## src/rtl/vndce_pkg.sv

```systemverilog
package vndce_pkg;

  localparam int unsigned BUF_MAX = 2048;
  localparam int unsigned HDR_LEN = 12;
  localparam int unsigned BT_W = 12;
  localparam int unsigned HOP_W = 16;
  localparam logic [HOP_W-1:0] RING_SIZE_RESET = 16'd256;

  typedef enum logic [1:0] {
    OP_TX_GATHER  = 2'd0,
    OP_RX_CAP     = 2'd1,
    OP_RX_SCATTER = 2'd2
  } opcode_t;

  typedef enum logic [1:0] {
    ST_FETCH = 2'd0,
    ST_DONE  = 2'd1,
    ST_ERROR = 2'd2,
    ST_EMPTY = 2'd3
  } status_t;

  typedef struct packed {
    logic [1:0]  opcode;
    logic        first_of_chain;
    logic        is_writable;
    logic        has_next;
    logic [14:0] next_index;
    logic [31:0] desc_length;
    logic [63:0] desc_address;
    logic        access_error;
    logic [10:0] frame_length;
  } desc_t;

  typedef struct packed {
    status_t     status;
    logic [14:0] fetch_index;
    logic [63:0] chunk_address;
    logic [11:0] chunk_offset;
    logic [11:0] chunk_length;
    logic [10:0] frame_room;
    logic [11:0] used_length;
    logic [11:0] work_bytes;
  } result_t;

endpackage

```

## src/rtl/vndce_in_stage.sv

```systemverilog
module vndce_in_stage (
  input  logic              clk,
  input  logic              rst_n,
  input  logic              in_valid,
  output logic              in_ready,
  input  vndce_pkg::desc_t  in_desc,
  input  logic              take,
  output logic              desc_valid,
  output vndce_pkg::desc_t  desc
);

  logic             valid_r;
  logic             valid_nxt;
  vndce_pkg::desc_t desc_r;

  assign in_ready = !valid_r || take;

  always_comb begin
    valid_nxt = valid_r;
    if (in_ready) begin
      valid_nxt = in_valid;
    end
  end

  always_ff @(posedge clk) begin
    if (!rst_n) begin
      valid_r <= 1'b0;
    end else begin
      valid_r <= valid_nxt;
    end
  end

  always_ff @(posedge clk) begin
    if (in_valid && in_ready) begin
      desc_r <= in_desc;
    end
  end

  assign desc_valid = valid_r;
  assign desc       = desc_r;

endmodule

```

## src/rtl/vndce_walk.sv

```systemverilog
module vndce_walk (
  input  logic               clk,
  input  logic               rst_n,
  input  logic               step_en,
  input  vndce_pkg::desc_t   desc,
  input  logic               cfg_write_en,
  input  logic [15:0]        cfg_write_data,
  output vndce_pkg::result_t result
);

  localparam int unsigned BtW  = vndce_pkg::BT_W;
  localparam int unsigned HopW = vndce_pkg::HOP_W;
  localparam logic [BtW-1:0] BufMax = BtW'(vndce_pkg::BUF_MAX);
  localparam logic [BtW-1:0] HdrLen = BtW'(vndce_pkg::HDR_LEN);

  logic [HopW-1:0] ring_size_r;
  logic [BtW-1:0]  byte_total_r, byte_total_nxt;
  logic [HopW-1:0] hop_count_r, hop_count_nxt;
  logic            chain_failed_r, chain_failed_nxt;
  logic [BtW-1:0]  scatter_target_r, scatter_target_nxt;

  logic [BtW-1:0]  bt_cur;
  logic [HopW-1:0] hop_cur;
  logic [BtW-1:0]  tgt_cur;
  logic            closed;
  logic [BtW-1:0]  room;
  logic [HopW:0]   hop_inc;
  logic            hop_bad;
  logic            len_bad;
  logic [BtW-1:0]  take_len;
  logic [BtW-1:0]  sum;
  logic [BtW-1:0]  tgt_first;
  logic [BtW-1:0]  tgt_use;
  logic [BtW-1:0]  left;
  logic            fail;
  vndce_pkg::result_t res;

  always_comb begin
    bt_cur   = desc.first_of_chain ? '0 : byte_total_r;
    hop_cur  = desc.first_of_chain ? '0 : hop_count_r;
    tgt_cur  = desc.first_of_chain ? '0 : scatter_target_r;
    closed   = !desc.first_of_chain && chain_failed_r;
    room     = BufMax - bt_cur;
    hop_inc  = {1'b0, hop_cur} + (HopW+1)'(1);
    hop_bad  = hop_inc > {1'b0, ring_size_r};
    len_bad  = desc.desc_length > {20'd0, room};
    tgt_first = HdrLen + {1'b0, desc.frame_length};
    if (tgt_first > BufMax) begin
      tgt_first = BufMax;
    end
    tgt_use  = desc.first_of_chain ? tgt_first : scatter_target_r;
    left     = tgt_use - bt_cur;
    take_len = '0;
    sum      = bt_cur;

    byte_total_nxt     = bt_cur;
    hop_count_nxt      = hop_cur;
    scatter_target_nxt = tgt_cur;
    chain_failed_nxt   = closed;
    fail               = 1'b0;
    res                = '0;
    res.status         = vndce_pkg::ST_FETCH;

    if (closed) begin
      fail = 1'b1;
    end else begin
      case (vndce_pkg::opcode_t'(desc.opcode))
        vndce_pkg::OP_TX_GATHER: begin
          sum = bt_cur + desc.desc_length[BtW-1:0];
          if (desc.is_writable || desc.access_error || len_bad) begin
            fail = 1'b1;
          end else begin
            byte_total_nxt = sum;
            if (!desc.has_next) begin
              if (sum < HdrLen) begin
                fail = 1'b1;
              end else begin
                chain_failed_nxt  = 1'b1;
                res.status        = vndce_pkg::ST_DONE;
                res.chunk_address = desc.desc_address;
                res.chunk_offset  = bt_cur;
                res.chunk_length  = desc.desc_length[BtW-1:0];
                res.work_bytes    = sum;
              end
            end else if (hop_bad) begin
              fail = 1'b1;
            end else begin
              hop_count_nxt     = hop_inc[HopW-1:0];
              res.fetch_index   = desc.next_index;
              res.chunk_address = desc.desc_address;
              res.chunk_offset  = bt_cur;
              res.chunk_length  = desc.desc_length[BtW-1:0];
            end
          end
        end
        vndce_pkg::OP_RX_CAP: begin
          take_len = (desc.desc_length < {20'd0, room}) ? desc.desc_length[BtW-1:0] : room;
          sum      = bt_cur + take_len;
          if (!desc.is_writable || desc.access_error) begin
            fail = 1'b1;
          end else begin
            byte_total_nxt = sum;
            if (!desc.has_next) begin
              if (sum < HdrLen) begin
                fail = 1'b1;
              end else begin
                chain_failed_nxt = 1'b1;
                res.status       = vndce_pkg::ST_DONE;
                res.frame_room   = 11'(sum - HdrLen);
              end
            end else if (hop_bad) begin
              fail = 1'b1;
            end else begin
              hop_count_nxt   = hop_inc[HopW-1:0];
              res.fetch_index = desc.next_index;
            end
          end
        end
        vndce_pkg::OP_RX_SCATTER: begin
          take_len = (desc.desc_length < {20'd0, left}) ? desc.desc_length[BtW-1:0] : left;
          sum      = bt_cur + take_len;
          if (desc.access_error) begin
            fail = 1'b1;
          end else if (desc.first_of_chain && desc.frame_length == '0) begin
            chain_failed_nxt = 1'b1;
            res.status       = vndce_pkg::ST_EMPTY;
          end else if (bt_cur > tgt_use) begin
            fail = 1'b1;
          end else begin
            scatter_target_nxt = tgt_use;
            byte_total_nxt     = sum;
            if (sum >= tgt_use) begin
              chain_failed_nxt  = 1'b1;
              res.status        = vndce_pkg::ST_DONE;
              res.chunk_address = desc.desc_address;
              res.chunk_offset  = bt_cur;
              res.chunk_length  = take_len;
              res.used_length   = tgt_use;
              res.work_bytes    = (tgt_use >= HdrLen) ? tgt_use - HdrLen : '0;
            end else if (!desc.has_next || hop_bad) begin
              fail = 1'b1;
            end else begin
              hop_count_nxt     = hop_inc[HopW-1:0];
              res.fetch_index   = desc.next_index;
              res.chunk_address = desc.desc_address;
              res.chunk_offset  = bt_cur;
              res.chunk_length  = take_len;
            end
          end
        end
        default: begin
          fail = 1'b1;
        end
      endcase
    end

    if (fail) begin
      chain_failed_nxt = 1'b1;
      res              = '0;
      res.status       = vndce_pkg::ST_ERROR;
    end
  end

  always_ff @(posedge clk) begin
    if (!rst_n) begin
      ring_size_r      <= vndce_pkg::RING_SIZE_RESET;
      byte_total_r     <= '0;
      hop_count_r      <= '0;
      chain_failed_r   <= 1'b0;
      scatter_target_r <= '0;
    end else begin
      if (cfg_write_en) begin
        ring_size_r <= cfg_write_data;
      end
      if (step_en) begin
        byte_total_r     <= byte_total_nxt;
        hop_count_r      <= hop_count_nxt;
        chain_failed_r   <= chain_failed_nxt;
        scatter_target_r <= scatter_target_nxt;
      end
    end
  end

  assign result = res;

endmodule

```

## src/rtl/vndce_out_stage.sv

```systemverilog
module vndce_out_stage (
  input  logic               clk,
  input  logic               rst_n,
  input  logic               res_valid,
  input  vndce_pkg::result_t res,
  output logic               take,
  output logic               out_valid,
  input  logic               out_ready,
  output vndce_pkg::result_t out_res
);

  logic               valid_r;
  logic               valid_nxt;
  vndce_pkg::result_t res_r;

  assign take = !valid_r || out_ready;

  always_comb begin
    valid_nxt = valid_r;
    if (take) begin
      valid_nxt = res_valid;
    end
  end

  always_ff @(posedge clk) begin
    if (!rst_n) begin
      valid_r <= 1'b0;
    end else begin
      valid_r <= valid_nxt;
    end
  end

  always_ff @(posedge clk) begin
    if (take && res_valid) begin
      res_r <= res;
    end
  end

  assign out_valid = valid_r;
  assign out_res   = res_r;

endmodule

```

## src/rtl/virtio_net_descriptor_chain_engine.sv

```systemverilog
// Path: a transferred descriptor is held in the input register, walked combinationally, and
// its result is captured in the result register.
// Throughput: one descriptor per cycle; while a result waits one more descriptor is held,
// then the input stalls until the result transfer.
// Reset: synchronous, active low; clears chain state and sets ring_size to 256.
module virtio_net_descriptor_chain_engine (
  input  logic        clk,
  input  logic        rst_n,
  input  logic        in_valid,
  output logic        in_ready,
  input  logic [1:0]  in_opcode,
  input  logic        in_first_of_chain,
  input  logic        in_is_writable,
  input  logic        in_has_next,
  input  logic [14:0] in_next_index,
  input  logic [31:0] in_desc_length,
  input  logic [63:0] in_desc_address,
  input  logic        in_access_error,
  input  logic [10:0] in_frame_length,
  output logic        out_valid,
  input  logic        out_ready,
  output logic [1:0]  out_status,
  output logic [14:0] out_fetch_index,
  output logic [63:0] out_chunk_address,
  output logic [11:0] out_chunk_offset,
  output logic [11:0] out_chunk_length,
  output logic [10:0] out_frame_room,
  output logic [11:0] out_used_length,
  output logic [11:0] out_work_bytes,
  input  logic        cfg_write_en,
  input  logic [15:0] cfg_write_data
);

  vndce_pkg::desc_t   in_desc;
  vndce_pkg::desc_t   desc;
  logic               desc_valid;
  logic               take;
  logic               step_en;
  vndce_pkg::result_t walk_res;
  vndce_pkg::result_t out_res;

  assign in_desc.opcode         = in_opcode;
  assign in_desc.first_of_chain = in_first_of_chain;
  assign in_desc.is_writable    = in_is_writable;
  assign in_desc.has_next       = in_has_next;
  assign in_desc.next_index     = in_next_index;
  assign in_desc.desc_length    = in_desc_length;
  assign in_desc.desc_address   = in_desc_address;
  assign in_desc.access_error   = in_access_error;
  assign in_desc.frame_length   = in_frame_length;

  assign step_en = desc_valid && take;

  vndce_in_stage u_in_stage (
    .clk        (clk),
    .rst_n      (rst_n),
    .in_valid   (in_valid),
    .in_ready   (in_ready),
    .in_desc    (in_desc),
    .take       (take),
    .desc_valid (desc_valid),
    .desc       (desc)
  );

  vndce_walk u_walk (
    .clk            (clk),
    .rst_n          (rst_n),
    .step_en        (step_en),
    .desc           (desc),
    .cfg_write_en   (cfg_write_en),
    .cfg_write_data (cfg_write_data),
    .result         (walk_res)
  );

  vndce_out_stage u_out_stage (
    .clk       (clk),
    .rst_n     (rst_n),
    .res_valid (desc_valid),
    .res       (walk_res),
    .take      (take),
    .out_valid (out_valid),
    .out_ready (out_ready),
    .out_res   (out_res)
  );

  assign out_status        = out_res.status;
  assign out_fetch_index   = out_res.fetch_index;
  assign out_chunk_address = out_res.chunk_address;
  assign out_chunk_offset  = out_res.chunk_offset;
  assign out_chunk_length  = out_res.chunk_length;
  assign out_frame_room    = out_res.frame_room;
  assign out_used_length   = out_res.used_length;
  assign out_work_bytes    = out_res.work_bytes;

  a_step_reaches_out: assert property (@(posedge clk) disable iff (!rst_n)
    step_en |=> out_valid)
    else $error("transfer from input register did not reach result register");

  a_stall_holds_desc: assert property (@(posedge clk) disable iff (!rst_n)
    !in_ready |-> desc_valid && !take)
    else $error("input stalled without a held descriptor");

  a_error_zero: assert property (@(posedge clk) disable iff (!rst_n)
    out_valid && out_status == vndce_pkg::ST_ERROR |->
      out_fetch_index == '0 && out_chunk_address == '0 && out_chunk_length == '0 &&
      out_used_length == '0 && out_work_bytes == '0 && out_frame_room == '0)
    else $error("error result carries nonzero fields");

  a_chunk_in_buffer: assert property (@(posedge clk) disable iff (!rst_n)
    out_valid |-> ({1'b0, out_chunk_offset} + {1'b0, out_chunk_length}) <=
      13'(vndce_pkg::BUF_MAX))
    else $error("chunk runs past staging buffer");

endmodule
```

## config.mk

```make
export PLATFORM = sky130hd
export DESIGN_NAME = virtio_net_descriptor_chain_engine
export DESIGN_NICKNAME = d
export VERILOG_FILES = /design/src/rtl/vndce_pkg.sv /design/src/rtl/vndce_in_stage.sv /design/src/rtl/vndce_walk.sv /design/src/rtl/vndce_out_stage.sv /design/src/rtl/virtio_net_descriptor_chain_engine.sv
export SDC_FILE = /design/constraint.sdc
export NUM_CORES = 1
export LEC_CHECK = 0
export BUFFER_PORTS_ARGS = -buffer_cell sky130_fd_sc_hd__buf_2
export CAP_MARGIN = 20
export CORE_MARGIN = 2
export CORE_UTILIZATION = 40
export CTS_CLUSTER_DIAMETER = 50
export DETAILED_ROUTE_END_ITERATION = 10
export SKIP_CTS_REPAIR_TIMING = 1
export SYNTH_ARGS = -nofsm -noshare
export SYNTH_HDL_FRONTEND = slang
export SYNTH_SLANG_ARGS = --single-unit
```

## constraint.sdc

```tcl
create_clock -name clk -period 12.1 [get_ports clk]
set_input_delay 2.42 -clock clk [delete_from_list [all_inputs] [get_ports clk]]
set_output_delay 2.42 -clock clk [all_outputs]
set_load 0.05 [all_outputs]
```

After elaboration in Yosys (flattened, before gate mapping)
Index checks and enable logic that the tools add are counted.
{ "totals": {"inputBits": 149, "word_cells": 163, "reg_bits": 327} }
{ "classes": {"order_cmp": 10, "eq_ne": 2, "mux": 94, "bitwise": 3, "add_sub_neg": 9, "reduce_logical": 20} }
{ "op_table": {"columns": ["op", "n"], "rows": [
  ["105-bit 2-to-1 mux", 3],
  ["103-bit 2-to-1 mux", 3],
  ["12-bit 2-to-1 mux", 22],
  ["88-bit 2-to-1 mux", 3],
  ["16-bit 2-to-1 mux", 11],
  ["88-bit case mux with 2 select lines", 1],
  ["140-bit 2-to-1 mux", 1],
  ["24-bit 2-to-1 mux", 4],
  ["32-bit by 12-bit less-than comparator with 1-bit output", 2],
  ["15-bit 2-to-1 mux", 4],
  ["17-bit case mux with 3 select lines", 1],
  ["16-bit case mux with 3 select lines", 1],
  ["11-bit 2-to-1 mux", 4],
  ["12-bit adder", 3],
  ["12-bit case mux with 3 select lines", 1],
  ["32-bit by 12-bit greater-than comparator with 1-bit output", 1],
  ["1-bit 2-to-1 mux", 30],
  ["12-bit by 4-bit less-than comparator with 1-bit output (second input constant)", 2],
  ["12-bit case mux with 2 select lines", 1],
  ["16-bit by 1-bit adder with 17-bit output (second input constant)", 1],
  ["17-bit by 16-bit greater-than comparator with 1-bit output", 1],
  ["17-bit 2-to-1 mux", 1],
  ["4-bit by 11-bit adder with 12-bit output (first input constant)", 1],
  ["12-bit >= comparator", 1],
  ["other kinds (20)", 35]
]} }

Longest topological paths before layout
{ "logic_depth": {"depth_word": 16, "ltp_mapped": 47, "ltp_nobuf": 43} }

By module
From an unflattened synthesis, not the netlist that was laid out.
{ "hier_totals": {"hier_cells": 1764, "hier_area_um2": 18599.1} }
{ "modules_own_cells": {"columns": ["mod", "area_per_inst_um2", "n_inst", "cells_per_inst"], "rows": [
  ["vndce_walk", 10430.0, 1, 1485],
  ["vndce_out_stage", 4261.6, 1, 145],
  ["vndce_in_stage", 3901.2, 1, 133],
  ["virtio_net_descriptor_chain_engine", 6.3, 1, 1]
]} }

Worst setup path after synthesis
No wires, ideal clock.
{ "synth_path": {"path_type": "flip-flop to flip-flop", "startpoint": "register u_in_stage.desc_r, in the netlist u_in_stage.desc[125]", "endpoint": "register u_walk.chain_failed_r", "setup_slack_ns": 3.366, "arrival_ns": 8.379, "required_ns": 11.745, "setup_ns": 0.355, "stages_incl_launch_ff": 44, "synth_period_minus_slack_ns": 8.734, "cell_sequence": "edfxtp_1 > clkbuf_1 > inv_1 > clkbuf_1 > clkbuf_1 > nand2_1 > inv_1 > ha_1 > inv_1 > fa_1 > a211oi_1 > o21ai_0 > o211ai_1 > nand2b_1 > a21oi_1 > xor2_1 > ha_1 > and4_1 > [8 not listed] > fa_1 > nor2b_1 > o21ai_0 > a21boi_0 > o21ai_0 > a21oi_1 > xor2_1 > ha_1 > nand2_1 > nor4_1 > nand2_1 > a21oi_1 > nor2_1 > a211oi_1 > o21ai_0 > a2111oi_4 > buf_6 > a31oi_1"} }
{ "synth_between": {"elab_chain_cells": 13, "elab_cells_between_ends": 51} }
{ "synth_lines": {"columns": ["element", "line_no", "text"], "rows": [
  ["from (decl)", "vndce_in_stage.sv:14", "vndce_pkg::desc_t desc_r;"],
  ["from (signal assigned)", "vndce_in_stage.sv:35", "desc_r <= in_desc;"],
  ["12-bit 2-to-1 mux (on tied branches)", "vndce_walk.sv:51, vndce_walk.sv:39", null],
  ["12-bit subtractor", "vndce_walk.sv:52", "left = tgt_use - bt_cur;"],
  ["32-bit by 12-bit less-than comparator with 1-bit output", "vndce_walk.sv:120", "take_len = (desc.desc_length < {20'd0, left}) ? desc.desc_length[BtW-1:0] : left;"],
  ["12-bit 2-to-1 mux", "vndce_walk.sv:120", null],
  ["12-bit adder", "vndce_walk.sv:121", "sum = bt_cur + take_len;"],
  ["12-bit >= comparator", "vndce_walk.sv:132", "if (sum >= tgt_use) begin"],
  ["1-bit 2-to-1 mux", "vndce_walk.sv:132", null],
  ["1-bit 2-to-1 mux", "vndce_walk.sv:127", "end else if (bt_cur > tgt_use) begin"],
  ["1-bit 2-to-1 mux", "vndce_walk.sv:124", "end else if (desc.first_of_chain && desc.frame_length == '0) begin"],
  ["1-bit 2-to-1 mux", "vndce_walk.sv:122", "if (desc.access_error) begin"],
  ["1-bit case mux with 3 select lines", "vndce_walk.sv:67", "case (vndce_pkg::opcode_t'(desc.opcode))"],
  ["1-bit 2-to-1 mux", "vndce_walk.sv:64", "if (closed) begin"],
  ["1-bit 2-to-1 mux *", "vndce_walk.sv:157", "if (fail) begin"],
  ["to (signal assigned)", "vndce_walk.sv:178", "chain_failed_r <= chain_failed_nxt;"],
  ["to (decl)", "vndce_walk.sv:19", "logic chain_failed_r, chain_failed_nxt;"]
]} }
Mark *: on every way between the ends. The rest lies on a longest branch, timed or not.
A chain may end at the register's enable or synchronous reset.

Final worst setup path
{ "layout_path": {"startpoint": "register u_in_stage.desc_r, in the netlist u_in_stage.desc[2]", "endpoint": "register u_out_stage.res_r, in the netlist u_out_stage.out_res[94] (data pin)"} }
{ "layout_between": {"elab_chain_cells": 16, "elab_cells_between_ends": 24} }
{ "layout_lines": {"columns": ["element", "line_no", "text"], "rows": [
  ["4-bit by 11-bit adder with 12-bit output", "vndce_walk.sv:47", "tgt_first = HdrLen + {1'b0, desc.frame_length};"],
  ["12-bit greater-than comparator", "vndce_walk.sv:48", "if (tgt_first > BufMax) begin"],
  ["12-bit 2-to-1 mux", "vndce_walk.sv:48", null],
  ["12-bit 2-to-1 mux", "vndce_walk.sv:51", "tgt_use = desc.first_of_chain ? tgt_first : scatter_target_r;"],
  ["12-bit subtractor", "vndce_walk.sv:52", null],
  ["32-bit by 12-bit less-than comparator with 1-bit output", "vndce_walk.sv:120", null],
  ["12-bit 2-to-1 mux", "vndce_walk.sv:120", null],
  ["12-bit adder", "vndce_walk.sv:121", null],
  ["12-bit >= comparator", "vndce_walk.sv:132", null],
  ["1-bit 2-to-1 mux", "vndce_walk.sv:132", null],
  ["1-bit 2-to-1 mux", "vndce_walk.sv:127", null],
  ["1-bit 2-to-1 mux", "vndce_walk.sv:124", null],
  ["1-bit 2-to-1 mux", "vndce_walk.sv:122", null],
  ["1-bit case mux with 3 select lines", "vndce_walk.sv:67", null],
  ["1-bit 2-to-1 mux", "vndce_walk.sv:64", null],
  ["2-bit OR reduction (no line)", null, null],
  ["to (signal assigned)", "vndce_out_stage.sv:35", "res_r <= res;"],
  ["to (decl)", "vndce_out_stage.sv:14", "vndce_pkg::result_t res_r;"]
]} }
Several ways; a longest one is shown, not always the timed one.

==> metrics.md <==
| Metric | Value |
|---|---|
| Result of the run | finished, final reports clean |
| Highest clock rate | approximately 100 MHz |
| Register-to-register path setup slack | 2.19 ns |
| Antenna violations before repair | 11 |
| Endpoint kind of the worst setup timing path | flip-flop |
| Share of the yosys chip area belonging to registers | 53.5% |
| Final RePlAce weighted congestion | 1.03 |
| Beginning of the worst register-to-register path | u_in_stage.desc[2]$_DFFE_PP_ |
| Vias per cell | 5.51 |
| IR Drop Worst-Case VDD | roughly 0.12 mV |
| Die footprint | 0.0448 mm^2 |
| R2R depth | 42 |
| Final WS setup | 2.19 ns |
| Slew at the pin closest to its max-slew limit | ~0.98 ns |
| Row cnt | 76 |
| Pwr Density | 142 mW/mm^2 |
| Number of clock sinks | about 330 |
| Largest stage delay, worst path | 0.60 ns |
| Simple-Gate Fraction of Synth Area | 16.5% |
| Launching element of the worst setup path | u_in_stage.desc[2]$_DFFE_PP_ |
| Post-synthesis compound-gate area fraction | 13.1% |
| TritonCTS Buffers | 41 |
| Capture instance of the worst register-to-register path | u_out_stage.out_res[94]$_SDFFCE_PP0P_ |
| Post-route cell area | between 0.02 and 0.025 mm^2 |
| Critical path required time | between 10 and 15 ns |
| Arrival time worst endpoint | 10.21 ns |
| Most common cell in the synthesized netlist | sky130_fd_sc_hd__edfxtp_1 |
| Nets@finish | between 2000 and 2500 |
| Fraction of final layout cells sized beyond drive strength 1 | 20.9% |
| Syn. warnings | 0 |
| Final standard cell count with taps included and fillers excluded | 2416 |
| Leak Pwr | 8.31 nW |
| Mapped Avg Cell Area | 11.2 um^2 |
| Via count of the routed design | 13300 |
| Post-synthesis mux area share | 1.75% |
| Vertical die dimension | 212 um |
| Largest fanout on the critical path | 61 |
| Input/output buffers | slightly below 300 |
| Critical Path Source Type | flip-flop |
| Max-slew violation total from the final report | 0 |
| Post-route minimum period | 9.91 ns |
| Initial standard-cell utilization of the core | roughly 40% |
| Dominant register cell in the synthesized netlist | sky130_fd_sc_hd__edfxtp_1 |
| Post-synthesis register bit count | 327 |
| Post-CTS clock slew at the launch and capture registers of the worst setup and hold paths | 0.06 ns |
| Area overhead of the layout relative to synthesis | 19.5% |
| Main combinational cell family by area after synthesis | simple AND/OR/NAND/NOR gates |
| Clock H-tree levels | 2 |
| Post-DRT Antenna Nets | 0 |
| Later-pin clock latency in the skew report | 0.56 ns |
| Buffer levels on the longest clock path | 3 |
| Hold violation count in the final report | 0 |
| Post-detailed-route wirelength per cell | 20.4 um |
| Global routing usage summed across all routing layers | 22.0% |
| Cell area after synthesis | 0.0172 mm^2 |
| Core ar. | 0.0428 mm^2 |
| Global-route congestion overflow total | 0 |
| Fraction of synthesized cell area in xor and xnor cells | 4.01% |
| Share of synthesized flip-flops with an asynchronous set or reset | 0% |
| Final HPWL from detailed placement | 37.0 mm |
| CTS tree | yes |
| Post-placement cell area | 0.0192 mm^2 |
| Unrepaired setup endpoints after global routing | false |
| Sum Neg Setup Slack | 0 ns |
| Net Count, Synth | 1800 |
| Number of synthesized flops with an enable pin | 268 |
| First-pass GRT wire length | 75.2 mm |
| Highest-delay cell along the critical path | sky130_fd_sc_hd__a311o_1 |
| Post-Synthesis Cells | 1543 |
| Share of the synthesized area in the top cell type | between 40% and 50% |
| Main area contributors after synthesis | sky130_fd_sc_hd__edfxtp_1, sky130_fd_sc_hd__ha_1, sky130_fd_sc_hd__dfxtp_1, sky130_fd_sc_hd__and2_1, sky130_fd_sc_hd__xnor2_1 |
| DRC violation count after routing | 0 |
| Library cell appearing most often on the critical path | sky130_fd_sc_hd__ha_1 |
| Chip width | 212 um |
| Number of ports placed on the die boundary | 291 |
| Count of max-cap constraint violations | 0 |
| Total wire length after detailed routing | ~49 mm |
| Final Cycle Share | 81.9% |
| Commonest cells in the netlist | sky130_fd_sc_hd__edfxtp_1, sky130_fd_sc_hd__nor2_1, sky130_fd_sc_hd__ha_1, sky130_fd_sc_hd__nand2_1, sky130_fd_sc_hd__inv_1 |
| Number of search-and-repair iterations in the first detailed-routing pass | 8 |
| Worst setup slack after placement | 1.89 ns |
| Setup-violating endpoint count in the final report | 0 |
| Yosys cell types | between 70 and 80 |
| Worst min-delay path category | reg -> reg |
| Post-Place Cells | 2337 |
| Library cell used as clock root buffer | sky130_fd_sc_hd__clkbuf_16 |
| Max transition margin | a little over a third |
| Largest net degree at the start of global routing | 81 |
| First DRT Iteration DRCs | about 1100 |
| Share of synthesized cell area in full adder, half adder and majority cells | 8.01% |
| Setup skew after layout | ~0.028 ns |
| Total design power | 2.93 mW |
| Cell type contributing the most total cell area after synthesis | sky130_fd_sc_hd__edfxtp_1 |
| Vias in the first global route | around 13000 |
| End point of the critical path | u_out_stage.out_res[94]$_SDFFCE_PP0P_ |
| Category of the most critical setup path | reg -> reg |
==> state kept, by name (all words and copies together), names as in the netlist, 12 cells and up <==
name / flops
u_in_stage.desc: 128
u_walk.scatter_target_r: 12
u_walk.hop_count_r: 16
u_out_stage.out_res: 140
u_walk.byte_total_r: 12
u_walk.ring_size_r: 16
==> cell usage in the layout, fill, tap and decap left out, types with 41 or more instances in the layout <==
cell type and instances:
sky130_fd_sc_hd__xnor2_1 52, sky130_fd_sc_hd__inv_1 78, sky130_fd_sc_hd__ha_1 104, sky130_fd_sc_hd__clkbuf_16 42, sky130_fd_sc_hd__and3_1 41, sky130_fd_sc_hd__nor2_1 120
sky130_fd_sc_hd__nand2_1 90, sky130_fd_sc_hd__and2_1 77, sky130_fd_sc_hd__buf_2 290, sky130_fd_sc_hd__a21oi_1 72, sky130_fd_sc_hd__o21ai_0 70, sky130_fd_sc_hd__dfxtp_1 59
sky130_fd_sc_hd__nor2b_1 46, sky130_fd_sc_hd__edfxtp_1 268
==> how the worst min path moves through the flow <==
stage	cells past startpoint	endpoint	startpoint	slack, ns
global placement	2	u_walk.scatter_target_r[11]$_SDFFE_PN0P_	u_walk.scatter_target_r[11]$_SDFFE_PN0P_	0.45
detailed placement	2	u_walk.scatter_target_r[11]$_SDFFE_PN0P_	u_walk.scatter_target_r[11]$_SDFFE_PN0P_	0.46
CTS	2	u_walk.scatter_target_r[11]$_SDFFE_PN0P_	u_walk.scatter_target_r[11]$_SDFFE_PN0P_	0.47
floorplan	2	u_walk.scatter_target_r[11]$_SDFFE_PN0P_	u_walk.scatter_target_r[11]$_SDFFE_PN0P_	0.44
global route	2	u_walk.scatter_target_r[11]$_SDFFE_PN0P_	u_walk.scatter_target_r[11]$_SDFFE_PN0P_	0.49
finish	2	u_walk.byte_total_r[11]$_SDFFE_PN0P_	u_walk.byte_total_r[11]$_SDFFE_PN0P_	0.47
==> cell type report <==
cell class              instances  area [um^2]
inverters                      79          302
diodes                          4         10.0
clock buffers                  49         1080
clock inverters                24          249
flip-flops and latches        327         9230
repair buffers                305         1580
multi-input cells            1082         7480
fillers                      3966        22200
well taps                     546          683
==> worst max-delay path: cells and delay by family (launching register included) <==
family          cells  cell delay (ns)
buf+inv             4             0.70
flops               1             0.48
compound gates     18             4.13
mux                 1             0.41
xor+xnor            2             0.45
simple gates       11             1.61
fa+ha+maj           6             1.83
==> logic make-up after synthesis <==
family / Yosys count
buf+inv: 134
mux: 30
compound gates: 328
fa+ha+maj: 108
simple gates: 538
flops: 327
xor+xnor: 78
==> power breakdown <==
part           switching (mW)  leakage, nW  internal [mW]
clock network           0.477        0.643          0.709
registers              0.0248         2.98           1.28
logic                   0.310         4.69          0.137
==> layer usage <==
layer,wire (um),global-route usage (%),part of all wire (%),up-vias
li1,-,-,-,6336
met1,21500,30.1,44,6335
met2,21900,33.7,44,522
met3,4400,5.83,8.9,102
met4,1510,7.89,3.1,8
met5,41,0,0.083,-
==> stage by stage <==
| stage | hold WS, ns | utilization [%] |
|---|---|---|
| final | 0.471 | 48.2 |
| after global routing | 0.488 | 48.1 |
| after CTS | 0.471 | 48.1 |
| after detailed placement | 0.463 | 45.0 |
| after global placement | 0.454 | 45.0 |
| after floorplan | 0.441 | - |
(Power assumes the default switching activity.)
